## src/hw/rtl/pwd_pkg.sv

```systemverilog
// Shared types and constants for the progress watchdog with pause sources.
package pwd_pkg;

    // Width of the restart factor register.
    localparam int FACTOR_BITS = 4;

    // Reset values of the configuration registers.
    localparam int TIMEOUT_RESET = 60000;
    localparam logic [FACTOR_BITS-1:0] FACTOR_RESET = 4'd2;

    // Register indexes on the configuration port.
    localparam logic REG_TIMEOUT = 1'b0;
    localparam logic REG_FACTOR  = 1'b1;

    // Action codes of an input word.
    localparam logic [2:0] ACT_TASK_BEGIN = 3'd0;
    localparam logic [2:0] ACT_TASK_END   = 3'd1;
    localparam logic [2:0] ACT_PROGRESS   = 3'd2;
    localparam logic [2:0] ACT_TEARDOWN   = 3'd3;
    localparam logic [2:0] ACT_INIT_DONE  = 3'd4;
    localparam logic [2:0] ACT_PAUSE      = 3'd5;
    localparam logic [2:0] ACT_RESUME     = 3'd6;
    localparam logic [2:0] ACT_TICK       = 3'd7;

    // Pause and resume sources.
    localparam logic [1:0] SRC_GENERAL    = 2'd0;
    localparam logic [1:0] SRC_BACKGROUND = 2'd1;
    localparam logic [1:0] SRC_POWER      = 2'd2;
    localparam logic [1:0] SRC_INVALID    = 2'd3;

    // Input word: one event or one tick.
    typedef struct packed {
        logic [2:0] action;
        logic [1:0] source;
    } item_t;

    // Result word: status after one input word.
    typedef struct packed {
        logic armed;
        logic paused;
        logic hang_now;
        logic hung;
    } result_t;

endpackage

```

## src/hw/rtl/pwd_cfg.sv

```systemverilog
// Configuration registers of the progress watchdog on an APB-style port.
module pwd_cfg #(
    parameter int TIMEOUT_BITS = 24,
    parameter int DATA_W       = 32,
    parameter int ADDR_W       = 3
) (
    input  logic                         clk,
    input  logic                         rst_n,
    input  logic                         psel,
    input  logic                         penable,
    input  logic                         pwrite,
    input  logic [ADDR_W-1:0]            paddr,
    input  logic [DATA_W-1:0]            pwdata,
    output logic [DATA_W-1:0]            prdata,
    output logic                         pready,
    output logic [TIMEOUT_BITS-1:0]      timeout,
    output logic [pwd_pkg::FACTOR_BITS-1:0] factor
);

    logic [TIMEOUT_BITS-1:0]         timeout_reg;
    logic [pwd_pkg::FACTOR_BITS-1:0] factor_reg;
    logic                            reg_index;
    logic                            wr_en;

    // The register index sits just above the byte offset within one register.
    assign reg_index = paddr[ADDR_W-1];
    assign wr_en     = psel && penable && pwrite;
    assign pready    = 1'b1;

    // Register writes during the access cycle.
    always_ff @(posedge clk or negedge rst_n)
    begin
        if (!rst_n)
        begin
            timeout_reg <= TIMEOUT_BITS'(pwd_pkg::TIMEOUT_RESET);
            factor_reg  <= pwd_pkg::FACTOR_RESET;
        end
        else if (wr_en)
        begin
            if (reg_index == pwd_pkg::REG_TIMEOUT)
            begin
                timeout_reg <= pwdata[TIMEOUT_BITS-1:0];
            end
            else
            begin
                factor_reg <= pwdata[pwd_pkg::FACTOR_BITS-1:0];
            end
        end
    end

    // Read back of the addressed register.
    always_comb
    begin
        case (reg_index)
            pwd_pkg::REG_TIMEOUT: prdata = DATA_W'(timeout_reg);
            pwd_pkg::REG_FACTOR:  prdata = DATA_W'(factor_reg);
            default:              prdata = '0;
        endcase
    end

    assign timeout = timeout_reg;
    assign factor  = factor_reg;

endmodule

```

## src/hw/rtl/pwd_core.sv

```systemverilog
// Watchdog state and the single-pass update for one input word.
module pwd_core #(
    parameter int TIMEOUT_BITS = 24,
    parameter int COUNTER_BITS = 32
) (
    input  logic                            clk,
    input  logic                            rst_n,
    input  logic                            fire,
    input  pwd_pkg::item_t                  item,
    input  logic [TIMEOUT_BITS-1:0]         timeout,
    input  logic [pwd_pkg::FACTOR_BITS-1:0] factor,
    output pwd_pkg::result_t                result
);

    localparam int TL_W = TIMEOUT_BITS + pwd_pkg::FACTOR_BITS;

    logic [COUNTER_BITS-1:0] arm_reg, arm_next;
    logic [COUNTER_BITS-1:0] snap_reg, snap_next;
    logic [TL_W-1:0]         ticks_reg, ticks_next;
    logic [2:0]              pause_reg, pause_next;
    logic                    teardown_reg, teardown_next;
    logic                    hung_reg, hung_next;

    logic [1:0]                      bump;
    logic [2:0]                      src_mask;
    logic [2:0]                      pause_cleared;
    logic [pwd_pkg::FACTOR_BITS-1:0] reload_factor;
    logic [TL_W-1:0]                 product;
    logic [TL_W-1:0]                 reload_value;
    logic                            hang_now;

    // Source one-hot mask; the invalid source selects nothing.
    assign src_mask = (item.source == pwd_pkg::SRC_INVALID) ? 3'b000 : (3'b001 << item.source);
    assign pause_cleared = pause_reg & ~src_mask;

    // Reload value: timeout scaled after a background or power resume, never zero.
    assign reload_factor = (item.action == pwd_pkg::ACT_RESUME
                            && item.source != pwd_pkg::SRC_GENERAL)
                           ? factor : pwd_pkg::FACTOR_BITS'(1);
    assign product       = TL_W'(timeout) * TL_W'(reload_factor);
    assign reload_value  = (product == '0) ? TL_W'(1) : product;

    // Next state for one word.
    always_comb
    begin
        bump          = 2'd0;
        snap_next     = snap_reg;
        ticks_next    = ticks_reg;
        pause_next    = pause_reg;
        teardown_next = teardown_reg;
        hung_next     = hung_reg;
        hang_now      = 1'b0;
        case (item.action)
            pwd_pkg::ACT_TASK_BEGIN: bump = teardown_reg ? 2'd0 : 2'd1;
            pwd_pkg::ACT_TASK_END:   bump = teardown_reg ? 2'd2 : 2'd1;
            pwd_pkg::ACT_PROGRESS:   bump = 2'd2;
            pwd_pkg::ACT_TEARDOWN:
            begin
                teardown_next = 1'b1;
                bump          = arm_reg[0] ? 2'd0 : 2'd1;
            end
            pwd_pkg::ACT_INIT_DONE:  bump = 2'd1;
            pwd_pkg::ACT_PAUSE:
            begin
                if (src_mask != 3'b000)
                begin
                    bump       = 2'd2;
                    pause_next = pause_reg | src_mask;
                end
            end
            pwd_pkg::ACT_RESUME:
            begin
                if ((pause_reg & src_mask) != 3'b000)
                begin
                    pause_next = pause_cleared;
                    if (pause_cleared == 3'b000)
                    begin
                        ticks_next = reload_value;
                        snap_next  = arm_reg;
                    end
                end
            end
            default:
            begin
                // Tick: count down while running, check progress on expiry.
                if (pause_reg == 3'b000 && ticks_reg != '0)
                begin
                    if (ticks_reg > TL_W'(1))
                    begin
                        ticks_next = ticks_reg - TL_W'(1);
                    end
                    else if (arm_reg[0] && arm_reg == snap_reg)
                    begin
                        hang_now   = 1'b1;
                        hung_next  = 1'b1;
                        ticks_next = '0;
                    end
                    else
                    begin
                        ticks_next = reload_value;
                        snap_next  = arm_reg;
                    end
                end
            end
        endcase
        arm_next = arm_reg + COUNTER_BITS'(bump);
    end

    // State registers advance once per processed word.
    always_ff @(posedge clk or negedge rst_n)
    begin
        if (!rst_n)
        begin
            arm_reg      <= COUNTER_BITS'(1);
            snap_reg     <= COUNTER_BITS'(1);
            ticks_reg    <= TL_W'(TIMEOUT_BITS'(pwd_pkg::TIMEOUT_RESET));
            pause_reg    <= 3'b000;
            teardown_reg <= 1'b0;
            hung_reg     <= 1'b0;
        end
        else if (fire)
        begin
            arm_reg      <= arm_next;
            snap_reg     <= snap_next;
            ticks_reg    <= ticks_next;
            pause_reg    <= pause_next;
            teardown_reg <= teardown_next;
            hung_reg     <= hung_next;
        end
    end

    assign result.armed    = arm_next[0];
    assign result.paused   = (pause_next != 3'b000);
    assign result.hang_now = hang_now;
    assign result.hung     = hung_next;

`ifndef ASSERT_OFF
    // A declared hang halts the countdown.
    a_hang_halts: assert property (@(posedge clk) disable iff (!rst_n)
        fire && hang_now |=> ticks_reg == '0 && hung_reg)
        else $error("hang did not halt the countdown");

    // The hang flag never clears outside reset.
    a_hung_sticky: assert property (@(posedge clk) disable iff (!rst_n)
        hung_reg |=> hung_reg)
        else $error("hang flag cleared");

    // A tick while paused leaves the countdown untouched.
    a_pause_holds: assert property (@(posedge clk) disable iff (!rst_n)
        fire && item.action == pwd_pkg::ACT_TICK && pause_reg != 3'b000
        |=> $stable(ticks_reg) && $stable(arm_reg))
        else $error("countdown moved while paused");

    // Teardown mode is never left.
    a_teardown_sticky: assert property (@(posedge clk) disable iff (!rst_n)
        teardown_reg |=> teardown_reg)
        else $error("teardown mode cleared");
`endif

endmodule

```

## src/hw/rtl/progress_watchdog_with_pause_sources.sv

```systemverilog
// Top level of the progress watchdog with pause sources.
//
// Usage: each word on the item channel is one event (task begin, task end,
// progress, teardown start, init done, pause, resume) or one tick of the
// watchdog time base. For every accepted word exactly one result word
// leaves on the result channel, in order, carrying the armed and paused
// status, a one-word hang pulse and the sticky hang flag.
// The word is taken into the input register, the state update and result
// are computed from it in one pass and loaded into the output register.
// Throughput is one word per cycle while the receiver does not stall;
// the only feedback path is the state update of the core, one register deep.
// When the receiver stalls, the output register holds its word and the
// input register takes one more word before item_ready falls.
// Reset clears both pipeline valid flags, arms the counter, loads the
// countdown with the reset timeout and clears all pause, teardown and hang
// state. The timeout and restart factor registers are written through the
// APB-style port and take effect on the next reload of the countdown.
module progress_watchdog_with_pause_sources #(
    parameter int  TIMEOUT_BITS = 24,
    parameter int  COUNTER_BITS = 32,
    localparam int DATA_W       = (TIMEOUT_BITS > 32) ? 64 : 32,
    localparam int ADDR_W       = (TIMEOUT_BITS > 32) ? 4 : 3
) (
    input  logic              clk,
    input  logic              rst_n,
    input  logic              item_valid,
    output logic              item_ready,
    input  pwd_pkg::item_t    item,
    output logic              result_valid,
    input  logic              result_ready,
    output pwd_pkg::result_t  result,
    input  logic              psel,
    input  logic              penable,
    input  logic              pwrite,
    input  logic [ADDR_W-1:0] paddr,
    input  logic [DATA_W-1:0] pwdata,
    output logic [DATA_W-1:0] prdata,
    output logic              pready
);

    logic                            in_vld_reg, in_vld_next;
    pwd_pkg::item_t                  in_word_reg;
    logic                            out_vld_reg, out_vld_next;
    pwd_pkg::result_t                out_word_reg;
    pwd_pkg::result_t                core_result;
    logic                            exec;
    logic                            take;
    logic [TIMEOUT_BITS-1:0]         timeout;
    logic [pwd_pkg::FACTOR_BITS-1:0] factor;

    // Configuration registers.
    pwd_cfg #(
        .TIMEOUT_BITS (TIMEOUT_BITS),
        .DATA_W       (DATA_W),
        .ADDR_W       (ADDR_W)
    ) u_cfg (
        .clk     (clk),
        .rst_n   (rst_n),
        .psel    (psel),
        .penable (penable),
        .pwrite  (pwrite),
        .paddr   (paddr),
        .pwdata  (pwdata),
        .prdata  (prdata),
        .pready  (pready),
        .timeout (timeout),
        .factor  (factor)
    );

    // Watchdog state and single-pass update.
    pwd_core #(
        .TIMEOUT_BITS (TIMEOUT_BITS),
        .COUNTER_BITS (COUNTER_BITS)
    ) u_core (
        .clk     (clk),
        .rst_n   (rst_n),
        .fire    (exec),
        .item    (in_word_reg),
        .timeout (timeout),
        .factor  (factor),
        .result  (core_result)
    );

    // A word is processed when there is room in the output register.
    assign exec       = in_vld_reg && (!out_vld_reg || result_ready);
    assign item_ready = !in_vld_reg || exec;
    assign take       = item_valid && item_ready;

    // Valid flags of the two pipeline registers.
    always_comb
    begin
        in_vld_next  = take ? 1'b1 : (exec ? 1'b0 : in_vld_reg);
        out_vld_next = exec ? 1'b1 : (result_ready ? 1'b0 : out_vld_reg);
    end

    always_ff @(posedge clk or negedge rst_n)
    begin
        if (!rst_n)
        begin
            in_vld_reg  <= 1'b0;
            out_vld_reg <= 1'b0;
        end
        else
        begin
            in_vld_reg  <= in_vld_next;
            out_vld_reg <= out_vld_next;
        end
    end

    // Payload registers need no reset.
    always_ff @(posedge clk)
    begin
        if (take)
        begin
            in_word_reg <= item;
        end
        if (exec)
        begin
            out_word_reg <= core_result;
        end
    end

    assign result_valid = out_vld_reg;
    assign result       = out_word_reg;

endmodule
```

## config.mk

```make
export PLATFORM = sky130hd
export DESIGN_NAME = progress_watchdog_with_pause_sources
export DESIGN_NICKNAME = d
export VERILOG_FILES = /design/src/hw/rtl/pwd_pkg.sv /design/src/hw/rtl/pwd_cfg.sv /design/src/hw/rtl/pwd_core.sv /design/src/hw/rtl/progress_watchdog_with_pause_sources.sv
export SDC_FILE = /design/constraint.sdc
export NUM_CORES = 1
export LEC_CHECK = 0
export ABC_AREA = 1
export BUFFER_PORTS_ARGS = -buffer_cell sky130_fd_sc_hd__buf_4
export CAP_MARGIN = 20
export CORE_MARGIN = 2
export CORE_UTILIZATION = 48
export CTS_CLUSTER_SIZE = 24
export DETAILED_ROUTE_END_ITERATION = 10
export PLACE_DENSITY = 0.67
export SYNTH_ARGS = -nofsm -noshare
export SYNTH_HDL_FRONTEND = slang
export SYNTH_SLANG_ARGS = --single-unit
export TNS_END_PERCENT = 50
```

## constraint.sdc

```tcl
create_clock -name clk -period 9.2 [get_ports clk]
set_input_delay 0.92 -clock clk [delete_from_list [all_inputs] [get_ports clk]]
set_output_delay 0.92 -clock clk [all_outputs]
set_load 0.03 [all_outputs]
```

Yosys cells after proc, flatten, opt, wreduce, memory -nomap -nowiden --
Cells that the tools add are included. Widths: inputs -> output; s select.
Word-level totals: bits in registers 136, input bits 47, output and inout bits 39, word-level logic and storage cells 104
Operators by class: add/sub/neg operators 2, multipliers 1, $lt $le $gt $ge 1, eq/ne operators 12, shift-type cells 1, muxes and demuxes 33, bitwise gates (word level) 7, reduce and logical (&&, ||, !) cells 31
Operators with widths (count):
- $mux 28 | 6
- $mux 32 | 5
- $pmux 32 s2 | 2
- $pmux 28 s2 | 1
- $add 32x2->32 | 1
- $eq 32x32->1 | 1
- $gt 28x1->1 const B | 1
- $logic_not 28->1 | 1
- $mul 24x4->28 | 1
- $reduce_bool 28->1 | 1
- $sub 28x1->28 const B | 1
- $pmux 2 s6 | 1
- $mux 1 | 11
- $eq 3x3->1 const B | 3
- $logic_not 3->1 | 3
- $mux 3 | 3
- $reduce_bool 3->1 | 3
- $reduce_or 9->1 | 1
- $reduce_bool 2->1 | 4
- $logic_and 1x1->1 | 7
- $reduce_and 7->1 | 1
- $reduce_or 7->1 | 1
- $and 3x3->3 | 2
- $eq 3x2->1 const B | 2
- other kinds (16) | 25

Logic depth before layout (Yosys ltp) --
Gate-level depths: netlist of the first run.
depth in word-level cells 10, mapped depth 29, mapped depth without buffers 27

Modules after synthesis --
A second synthesis of the first run with hierarchy kept.
Unflattened totals: cells, all modules 1669, area, all modules 11648.7 um^2
Modules (own cells, without submodules):
- pwd_core | instances 1, cells an instance 1457, area each 9854.5 um^2, sequential area each 2438.6 um^2
- pwd_cfg | instances 1, cells an instance 191, area each 1428.9 um^2, sequential area each 710.7 um^2
- progress_watchdog_with_pause_sources | instances 1, cells an instance 21, area each 365.4 um^2, sequential area each 320.3 um^2

Worst setup path after synthesis of the first run --
No wires, ideal clock.
kind reg-to-reg, start register in_word_reg[0] (netlist bit), end register u_core.ticks_reg[21], setup time 0.123 ns, arrival time 4.128 ns, required time 9.077 ns, slack 4.949 ns, stages on the path, launching flop included 26, buffers on the path 2, period minus slack after synthesis 4.251 ns, cell sequence edfxtp_1 nor2_1 nor2_4 nand2_1 clkbuf_1 nor2_1 fa_1 inv_1 fa_1 inv_1 ha_1 nand2_1 inv_1 a21oi_1 nand2_1 nand2_1 nand2_1 nand2_1 nand2_1 nand2_1 nand2_1 nor3_1 nand2_2 buf_6 nand3_2 a21oi_1
Between the ends: longest elaborated chain between the ends 10, elaborated cells between the ends (all ways) 23, those cells by class mul: 1; eq/ne: 3; shift: 1; mux: 9; bitwise: 3; reduce/logical: 6
RTL lines:
- start: declaration | line progress_watchdog_with_pause_sources.sv:42 | pwd_pkg::item_t in_word_reg;
- start signal: assignment | line progress_watchdog_with_pause_sources.sv:115 | in_word_reg <= item;
- $reduce_bool 2->1 | line pwd_core.sv:38 | && item.source != pwd_pkg::SRC_GENERAL)
- $logic_and 1x1->1 | line pwd_core.sv:38
- $mux 4 | line pwd_core.sv:39 | ? factor : pwd_pkg::FACTOR_BITS'(1);
- $mul 24x4->28 | line pwd_core.sv:40 | assign product = TL_W'(timeout) * TL_W'(reload_factor);
- $logic_not 28->1 | line pwd_core.sv:41 | assign reload_value = (product == '0) ? TL_W'(1) : product;
- $mux 28 | line pwd_core.sv:41
- $mux 28 | line pwd_core.sv:92 | else if (arm_reg[0] && arm_reg == snap_reg)
- $mux 28 | line pwd_core.sv:88 | if (ticks_reg > TL_W'(1))
- $mux 28 | line pwd_core.sv:86 | if (pause_reg == 3'b000 && ticks_reg != '0)
- $pmux 28 s2 | line pwd_core.sv:53 | case (item.action)
- end signal: assignment | line pwd_core.sv:116 | ticks_reg <= TL_W'(TIMEOUT_BITS'(pwd_pkg::TIMEOUT_RESET));
- end signal: assignment | line pwd_core.sv:125 | ticks_reg <= ticks_next;
- end: declaration | line pwd_core.sv:19 | logic [TL_W-1:0] ticks_reg, ticks_next;
Several ways; a longest one is shown, not always the timed one. The select of a mux whose other input is x is not followed. A chain may end at the register's enable or synchronous reset.

Worst setup path after layout of the first run --
start register in_word_reg[2] (netlist bit), end register u_core.ticks_reg[4]
Between the ends: longest elaborated chain between the ends 10, elaborated cells between the ends (all ways) 24, those cells by class mul: 1; eq/ne: 8; mux: 8; bitwise: 1; reduce/logical: 6
RTL lines (line):
- $eq 3x3->1 | pwd_core.sv:37, pwd_core.sv:53
- $logic_and 1x1->1 | pwd_core.sv:38
- $mux 4 | pwd_core.sv:39
- $mul 24x4->28 | pwd_core.sv:40
- $logic_not 28->1 | pwd_core.sv:41
- $mux 28 | pwd_core.sv:41
- $mux 28 | pwd_core.sv:92
- $mux 28 | pwd_core.sv:88
- $mux 28 | pwd_core.sv:86
- $pmux 28 s2 | pwd_core.sv:53
Several ways; a longest one is shown, not always the timed one. The select of a mux whose other input is x is not followed.

==> results.md, run 1 <==
- Status: completed
- CTS max path bufs: 2
- Clk pwr share: 28.2%
- Iteration-0 DRC Markers: 766
- Leak Pwr: 6.68 nW
- P_sw: 1.04 mW
- PwrDens: 198 nW/µm²
- Chip Width: 158 µm
- Number of synthesized register bits: 136
- TritonCTS Sinks: 136
- PostCTS Resize Cnt: 0
- Ys flop type: dfrtp_1
- Worst-skew pair later-pin latency: 440 ps
- Unique masters post-synth: 48
- Critical Path AT: 6070 ps
- Die ar.: 25000 µm²
- # Post-CTS Setup Buffers: 0
- Post-layout power: 2.52 mW
- R2R Path Start: in_word_reg[2]
- Antenna cell count: 0
- Synthesized instance count: 1640
- Fin. Hold Viols: 0
- Final antenna-violating net count: 0
- Number of global-route vias before repair: 10066
- Number of I/O pins: 86
- Switching fraction of total power: 41.5%
- Avg WL per Cell: 14.2 µm
- Dpl cell area: 12100 µm²
- FMAX: 174 MHz
- Post-Route WL: 28700 µm
- Int Pwr: 1.47 mW
- RePlAce Congestion: 0.948
- Cts hold-fix bufs: 0
- Comb power frac: 37.2%
- Clk root buf: clkbuf_16
- Fraction of registers with async set/reset: 93.4%
- Worst Max-Slew Pin Slew: 918 ps
- Sequential share of power: 34.5%
- Max_cap viols: 0
- Unrepaired setup endpoints after global routing: false
- Drt via density: 5.12
- HPWL after DPL: 22300 µm
- Worst-path clk slew: 70 ps
- TNS Setup: 0 ps
- Area delta synth->final: 11.4%
- Synthesized area: 11400 µm²
- Drt first pass iters: 5
- Synth area leaders: dfrtp_1, nand2_1, inv_1, nor2_1, fa_1
- TritonCTS buffer count: 17
- Final worst clock skew: 14.4 ps
- H-Tree Depth: 4
- Synth cell count leaders: nand2_1, inv_1, nor2_1
- Synth warnings: 0
- PortBufs: 66
- Final Slew Violations: 0
- Count leader, synth: nand2_1
- Crit path launch: in_word_reg[2]
- Max IR drop VDD: 0.118 mV
- First-pass GRT wire length: 48500 µm
- Std-Cell Rows: 56
- Hold path start: u_core.hung_reg
- Initial Util: 48.6%
- Syn Area/Cell: 6.94 µm²
- Worst min path class: reg2reg
- Critical path data required time: 9510 ps
- Leading area contributor after synthesis: dfrtp_1
- Net count, final: 1817
- WS Path Type: reg2reg
- Largest net degree at the start of global routing: 66
- # setup viols final: 0
- DRC viols: 0
- Fin crit period: 5760 ps
- Worst Path Max Fanout: 25
- Setup crit end kind: register
- Yosys top cell area share: 24.2%
- Sequential area share after synthesis: 30.5%
- EDFF count, synth: 9
- Final Instance Area: 12700 µm²
- Antenna violations before repair: 0
- CTS tree: yes
- Final Cycle Share: 62.6%
- Slew headroom: 38.7%
- Startpoint types: register
- Core area: 23400 µm²
- Layout cells sized above 1: 9.52%
- Gr ovfl total: 0
- Via count: 10349
- Die Span Y: 158 µm
- GRT Resource Usage Total: 24.5%
==> logic make-up after synthesis <==
group           Yosys count  share of synthesized area (%)
simple gates            844                           32.6
flops                   136                           30.5
other cells               2                         0.0660
compound gates          171                           8.04
buf+inv                 343                           12.1
xor+xnor                 63                           4.85
fa+ha+maj                81                           11.9
==> through the flow <==
stage	hold WS, ps	utilization (%)	setup slack, ps	instances
final	457	54.2	3440	2021
after global placement	443	51.5	3560	1988
after CTS	466	54.1	3450	2020
after detailed placement	450	51.5	3490	1988
after floorplan	427	-	4950	1647
after global routing	489	54.2	2960	2021
==> layout by cell type (no fill, tap or decap), drive strengths merged, types with 2 or more instances in the layout <==
| cell type | instances |
|---|---|
| nor3b | 3 |
| nand4 | 27 |
| clkinv | 5 |
| a21oi | 85 |
| dfrtp | 110 |
| or2 | 10 |
| clkbuf | 18 |
| xor2 | 49 |
| fa | 45 |
| nor4 | 25 |
| dfstp | 17 |
| a31oi | 15 |
| ha | 36 |
| inv | 301 |
| o21bai | 2 |
| nand3 | 87 |
| and2 | 2 |
| conb | 9 |
| edfxtp | 9 |
| o22ai | 2 |
| nand2 | 374 |
| bufinv | 2 |
| buf | 71 |
| nand3b | 8 |
| o2111ai | 3 |
| xnor2 | 14 |
| o21ai | 59 |
| nor3 | 36 |
| nor2 | 270 |
==> power by group through the flow <==
stage / Sequential (mW) / Clock, mW / Combinational (mW)
2_1_floorplan: 0.847 / 0 / 0.709
3_3_place_gp: 0.874 / 0 / 0.915
3_5_place_dp: 0.877 / 0 / 0.930
4_1_cts: 0.867 / 0.719 / 0.938
5_1_grt: 0.887 / 0.746 / 1.07
6_report: 0.869 / 0.710 / 0.936
==> metal layers <==
metal	wire length [µm]	vias to the layer above	part of all wire (%)	track usage, %
li1	-	5209	-	-
met1	12800	4791	44	31.5
met2	13800	287	48	41.7
met3	1210	62	4.2	3.45
met4	999	0	3.5	9.82
met5	0	-	0	0
==> path summary, 6_finish.rpt <==
path                                        to  slack (ps)  depth (start not counted)
hold / removal                 u_core.hung_reg         460                          2
setup / recovery           u_core.ticks_reg[4]        3440                         25
min in group asynchronous   u_core.arm_reg[25]         480                          1
max in group asynchronous   u_core.arm_reg[13]        7440                          2
setup reg to reg           u_core.ticks_reg[4]        3440                         25
hold reg to reg                u_core.hung_reg         460                          2
==> worst max-delay path, stage by stage (launching register included) <==
cell	delay, ps
edfxtp_1	440
inv_1	140
nand3_4	240
nor2_4	280
nand2_1	570
inv_1	240
nand2_1	110
fa_1	530
fa_1	560
fa_1	490
inv_1	130
nand2_1	60
nand2_1	90
nand3_1	90
nand2_1	120
nand2_1	60
nand2_1	120
nand2_1	70
nor2_1	120
nand2_1	70
nor2_1	80
nand3_1	70
nor2_1	140
nand2_2	390
nand3_1	300
a21oi_1	90
==> final cells by class <==
type | instances | area (µm²)
clock buffers | 18 | 429
multi-input cells | 1168 | 6560
fillers | 2326 | 10700
well taps | 319 | 399
flip-flops and latches | 136 | 3470
inverters | 295 | 1110
clock inverters | 14 | 163
repair buffers | 71 | 549
(Power assumes the default switching activity.)
==> inputs of run 2 (changes only) <==
--- a/config.mk
+++ b/config.mk
@@ -12,7 +12,7 @@
 export CORE_UTILIZATION = 48
 export CTS_CLUSTER_SIZE = 24
 export DETAILED_ROUTE_END_ITERATION = 10
-export PLACE_DENSITY = 0.67
+export PLACE_DENSITY = 0.7
 export SYNTH_ARGS = -nofsm -noshare
 export SYNTH_HDL_FRONTEND = slang
 export SYNTH_SLANG_ARGS = --single-unit
==> constraint.sdc (replaced) <==
create_clock -name clk -period 5.05 [get_ports clk]
set_input_delay 0.505 -clock clk [delete_from_list [all_inputs] [get_ports clk]]
set_output_delay 0.505 -clock clk [all_outputs]
set_load 0.03 [all_outputs]
==> results.md, run 2 (synthesized netlist as in run 1, its figures left out) <==
- Critical Path AT: 5010 ps
- Clk root buf: clkbuf_16
- Core area: 23400 µm²
- CTS max path bufs: 2
- Leak Pwr: 6.75 nW
- Sequential cell area: 3470 µm²
- Final antenna-violating net count: 0
- Worst Max-Slew Pin Slew: 1000 ps
- Startpoint types: register
- RePlAce Congestion: 0.924
- Fillers: 2294
- WHS: 49.8 ps
- Final Instance Area: 12800 µm²
- Number of I/O pins: 86
- Critical path data required time: 5400 ps
- Largest net degree at the start of global routing: 84
- Layout cells sized above 1: 10.4%
- Slew headroom: 33.1%
- Post-Route WL: 29100 µm
- Reg2reg end: u_core.ticks_reg[0]
- Iteration-0 DRC Markers: 767
- Most frequent cells in the layout: nand2_1, inv_1, nor2_1
- Worst-skew pair later-pin latency: 440 ps
- Status: completed
- Met2 Use GR: 42.9%
- Die ar.: 25000 µm²
- Area of the multi-input gates: 6580 µm²
- CTS tree: yes
- Fin. Hold Viols: 0
- Avg WL per Cell: 14.4 µm
- Net count, final: 1823
- Dpl cell area: 12100 µm²
- Via count: 10470
- Setup crit end kind: register
- Die Span Y: 158 µm
- TritonCTS Sinks: 136
- TNS Setup: 0 ps
- Std-Cell Rows: 56
- DRC viols: 0
- Max_cap viols: 0
- # setup viols final: 0
- Unrepaired setup endpoints after global routing: false
- H-Tree Depth: 4
- Slowest-stage cell, CP: fa_1
- Gr ovfl total: 0
- Met1 Use GR: 31.1%
- TritonCTS buffer count: 17
- R2R Path Start: in_word_reg[2]
- Initial Util: 48.6%
- First-pass GRT wire length: 48800 µm
- Worst Slack Setup Final: 394 ps
- Busiest grt layer: met2
- Chip Width: 158 µm
- Antenna violations before repair: 0
- FMAX: 215 MHz
- PwrDens: 366 nW/µm²
- Final worst clock skew: 11.8 ps
- Crit-path most repeated cell: nand2_1
- Drt via density: 5.17
- Antenna cell count: 0
- Most common cell after layout, fill and taps aside: nand2_1
- Fin crit period: 4660 ps
- HPWL after DPL: 22300 µm
- Max incr delay on CP: 580 ps
- Place WS: 270 ps
- Met3 global-route usage: 3.34%
- Worst Reg-to-Reg Cells: 28
- Final Slew Violations: 0
- GRT Resource Usage Total: 24.6%
- Number of global-route vias before repair: 10109
- PortBufs: 66
- Max IR drop VDD: 0.246 mV
- Area delta synth->final: 12.8%
- R2r setup slk: 390 ps
- Drt first pass iters: 5
- Final Cycle Share: 92.2%
- Worst Path Max Fanout: 25
- Worst min path class: in2async
- Worst-path clk slew: 70 ps
- Final core area utilization: 54.8%
- WS Path Type: reg2reg
==> run 2: changes by cell type in the layout (fill, tap and decap cells not counted), moves of 2 or more <==
cell / change
bufinv_16: +2
nand2_2: +4
buf_4: +3
buf_12: +3
fa_1: -2
inv_6: -4
nand2_1: -4
fa_2: +2
==> run 2: worst max-delay path by stage <==
stage               depth (start not counted)                    to           start  slack (ps)
detailed placement                         28   u_core.ticks_reg[0]  in_word_reg[2]         270
floorplan                                  25  u_core.ticks_reg[21]  in_word_reg[0]         800
global route                               28   u_core.ticks_reg[0]  in_word_reg[2]           2
global placement                           28   u_core.ticks_reg[0]  in_word_reg[2]         300
CTS                                        28   u_core.ticks_reg[0]  in_word_reg[2]         230
finish                                     28   u_core.ticks_reg[0]  in_word_reg[2]         390
==> run 2: routing by layer <==
metal,up-vias,part of all wire [%]
li1,5215,-
met1,4913,45
met2,289,49
met3,53,3.8
met4,0,2.7
met5,-,0
==> run 2: cell type report <==
type	count	share of cell area (%)
Sequential cell	136	27.0
Multi-Input combinational cell	1168	51.3
Clock inverter	14	1.53
Inverter	295	8.63
Clock buffer	18	3.34
Tap cell	319	3.11
Timing Repair Buffer	77	5.05
==> run 2: what timing repair did <==
item                       CTS  global route
hold buffers                 0             0
resized for setup            0            10
setup endpoints to repair    0            25
setup buffers                0             1
==> run 2: worst max-delay path: cells and delay by family (launching register included) <==
family                     cells  cell delay, ps
AOI/OAI and AO/OA              1             130
DFF                            1             440
and+or+nand+nor               19            1820
adders and majority gates      3            1490
buffers and inverters          5             650
==> run 2: metrics by stage <==
step	std cells	power, mW
final	2027	4.69
after global routing	2027	5.02
after CTS	2025	4.68
after detailed placement	1993	3.31
after global placement	1993	3.28
after floorplan	1647	2.84
==> run 2: power by group <==
part | internal, mW | switching [mW]
sequential | 1.36 | 0.230
combinational | 0.589 | 1.15
clock | 0.831 | 0.529
total | 2.78 | 1.91
==> inputs of run 3 (changes only) <==
--- a/config.mk
+++ b/config.mk
@@ -9,10 +9,10 @@
 export BUFFER_PORTS_ARGS = -buffer_cell sky130_fd_sc_hd__buf_4
 export CAP_MARGIN = 20
 export CORE_MARGIN = 2
-export CORE_UTILIZATION = 48
+export CORE_UTILIZATION = 42
 export CTS_CLUSTER_SIZE = 24
 export DETAILED_ROUTE_END_ITERATION = 10
-export PLACE_DENSITY = 0.7
+export PLACE_DENSITY = 0.62
 export SYNTH_ARGS = -nofsm -noshare
 export SYNTH_HDL_FRONTEND = slang
 export SYNTH_SLANG_ARGS = --single-unit
==> results.md, run 3 (synthesized netlist as in run 1, its figures left out) <==
- Antenna cell count: 0
- Delay-heaviest family, CP: simple AND/OR/NAND/NOR gates
- Worst Reg-to-Reg Cells: 25
- Layout cells sized above 1: 10.2%
- Max_cap viols: 0
- Final worst clock skew: 10.9 ps
- Area of the multi-input gates: 6580 µm²
- WS Path Type: reg2reg
- Iteration-0 DRC Markers: 489
- H-Tree Depth: 4
- Final Slew Violations: 0
- Max incr delay on CP: 550 ps
- First-pass GRT wire length: 48700 µm
- Die Span Y: 169 µm
- Switching fraction of total power: 41.3%
- Most common cell after layout, fill and taps aside: nand2_1
- Critical path data required time: 5400 ps
- Startpoint types: register
- Number of I/O pins: 86
- Largest net degree at the start of global routing: 99
- Leak Pwr: 6.70 nW
- Worst Path Max Fanout: 25
- Int Pwr: 2.63 mW
- WP buf/inv: 4
- GRT Resource Usage Total: 20.8%
- Area delta synth->final: 12.2%
- Core area: 26800 µm²
- Slew headroom: 36.7%
- Clk root buf: clkbuf_16
- Post-Route WL: 28100 µm
- R2R Path Start: in_word_reg[0]
- Worst-skew pair later-pin latency: 420 ps
- CTS max path bufs: 2
- Reg2reg end: u_core.ticks_reg[0]
- Sequential cell area: 3470 µm²
- P_sw: 1.85 mW
- WP depth: 25
- Final antenna-violating net count: 0
- Number of global-route vias before repair: 9969
- Clk pwr share: 26.6%
- Avg WL per Cell: 13.7 µm
- Final Instance Count excl. Fillers: 2050
- Fillers: 2684
- Sequential share of power: 35.5%
- Critical Path AT: 4960 ps
- Drt via density: 4.99
- Status: completed
- Slowest-stage cell, CP: fa_1
- R2r setup slk: 440 ps
- PortBufs: 66
- Worst min path class: in2async
- PwrDens: 351 nW/µm²
- TritonCTS buffer count: 17
- DRC viols: 0
- Drt first pass iters: 5
- Inst Count DP: 2015
- Fin. Hold Viols: 0
- Std-Cell Rows: 60
- Final Cycle Share: 91.3%
- Fin crit period: 4610 ps
- Comb power frac: 37.9%
- Crit-path most repeated cell: nand2_1
- Setup crit end kind: register
- Initial Util: 42.5%
- FMAX: 217 MHz
- Worst Max-Slew Pin Slew: 949 ps
- CTS tree: yes
- Gr ovfl total: 0
- RePlAce Congestion: 0.873
- HPWL after DPL: 21900 µm
- Post-layout power: 4.48 mW
- Worst-path clk slew: 70 ps
- Max IR drop VDD: 0.200 mV
- # setup viols final: 0
- Chip Width: 169 µm
- Most frequent cells in the layout: nand2_1, inv_1, nor2_1
- Die ar.: 28400 µm²
- Antenna violations before repair: 0
- Net count, final: 1824
- Via count: 10237
- TritonCTS Sinks: 136
==> run 3: worst max-delay path by stage <==
stage,start,endpoint,slack (ps)
floorplan,in_word_reg[0],u_core.ticks_reg[21],800
global placement,in_word_reg[0],u_core.ticks_reg[0],280
detailed placement,in_word_reg[0],u_core.ticks_reg[0],270
CTS,in_word_reg[0],u_core.ticks_reg[0],230
global route,in_word_reg[2],u_core.ticks_reg[0],-0.3
finish,in_word_reg[0],u_core.ticks_reg[0],440
==> run 3: repair_timing <==
action	CTS	global route
hold buffers	0	0
setup endpoints to repair	0	25
gates resized for setup	0	9
setup buffers	0	2
==> run 3: final cells by class <==
| cell class | count | share of cell area [%] |
|---|---|---|
| multi-input combinational | 1168 | 51.5 |
| timing repair buffer | 78 | 4.93 |
| sequential | 136 | 27.2 |
| clock inverter | 13 | 0.960 |
| tap | 341 | 3.34 |
| inverter | 295 | 8.67 |
| clock buffer | 19 | 3.39 |
==> run 3: metrics by stage <==
step / setup TNS, ps / hold WS [ps] / area, µm² / utilization [%] / setup slack [ps]
6_report: 0 / 132 / 12800 / 47.6 / 440
5_1_grt: -0.338 / 243 / 12800 / 47.6 / -0.338
4_1_cts: 0 / 237 / 12700 / 47.4 / 232
3_5_place_dp: 0 / 458 / 12100 / 45.3 / 269
3_3_place_gp: 0 / 444 / 12100 / 45.3 / 280
2_1_floorplan: 0 / 209 / 11400 / - / 799
==> run 3: power groups by stage <==
stage	Combinational, mW	Sequential, mW	Clock, mW
finish	1.69	1.59	1.19
floorplan	1.29	1.54	0
detailed placement	1.68	1.60	0
global placement	1.66	1.59	0
CTS	1.69	1.59	1.22
global route	1.96	1.63	1.26
==> run 3: worst register-to-register path, delay by kind of cell (launching register included) <==
family | cells | cell delay [ps]
AND/OR/NAND/NOR | 17 | 2000
adder cells (fa/ha/maj) | 3 | 1440
buffers and inverters | 4 | 480
flip-flops | 1 | 490
AO/OA/AOI/OAI | 1 | 150
==> run 3: routing by layer <==
layer  global-route usage (%)  share of wire, %
met5                        0                 0
met4                     5.51               1.6
met3                     2.34               3.7
met2                     33.4                44
met1                     30.0                50
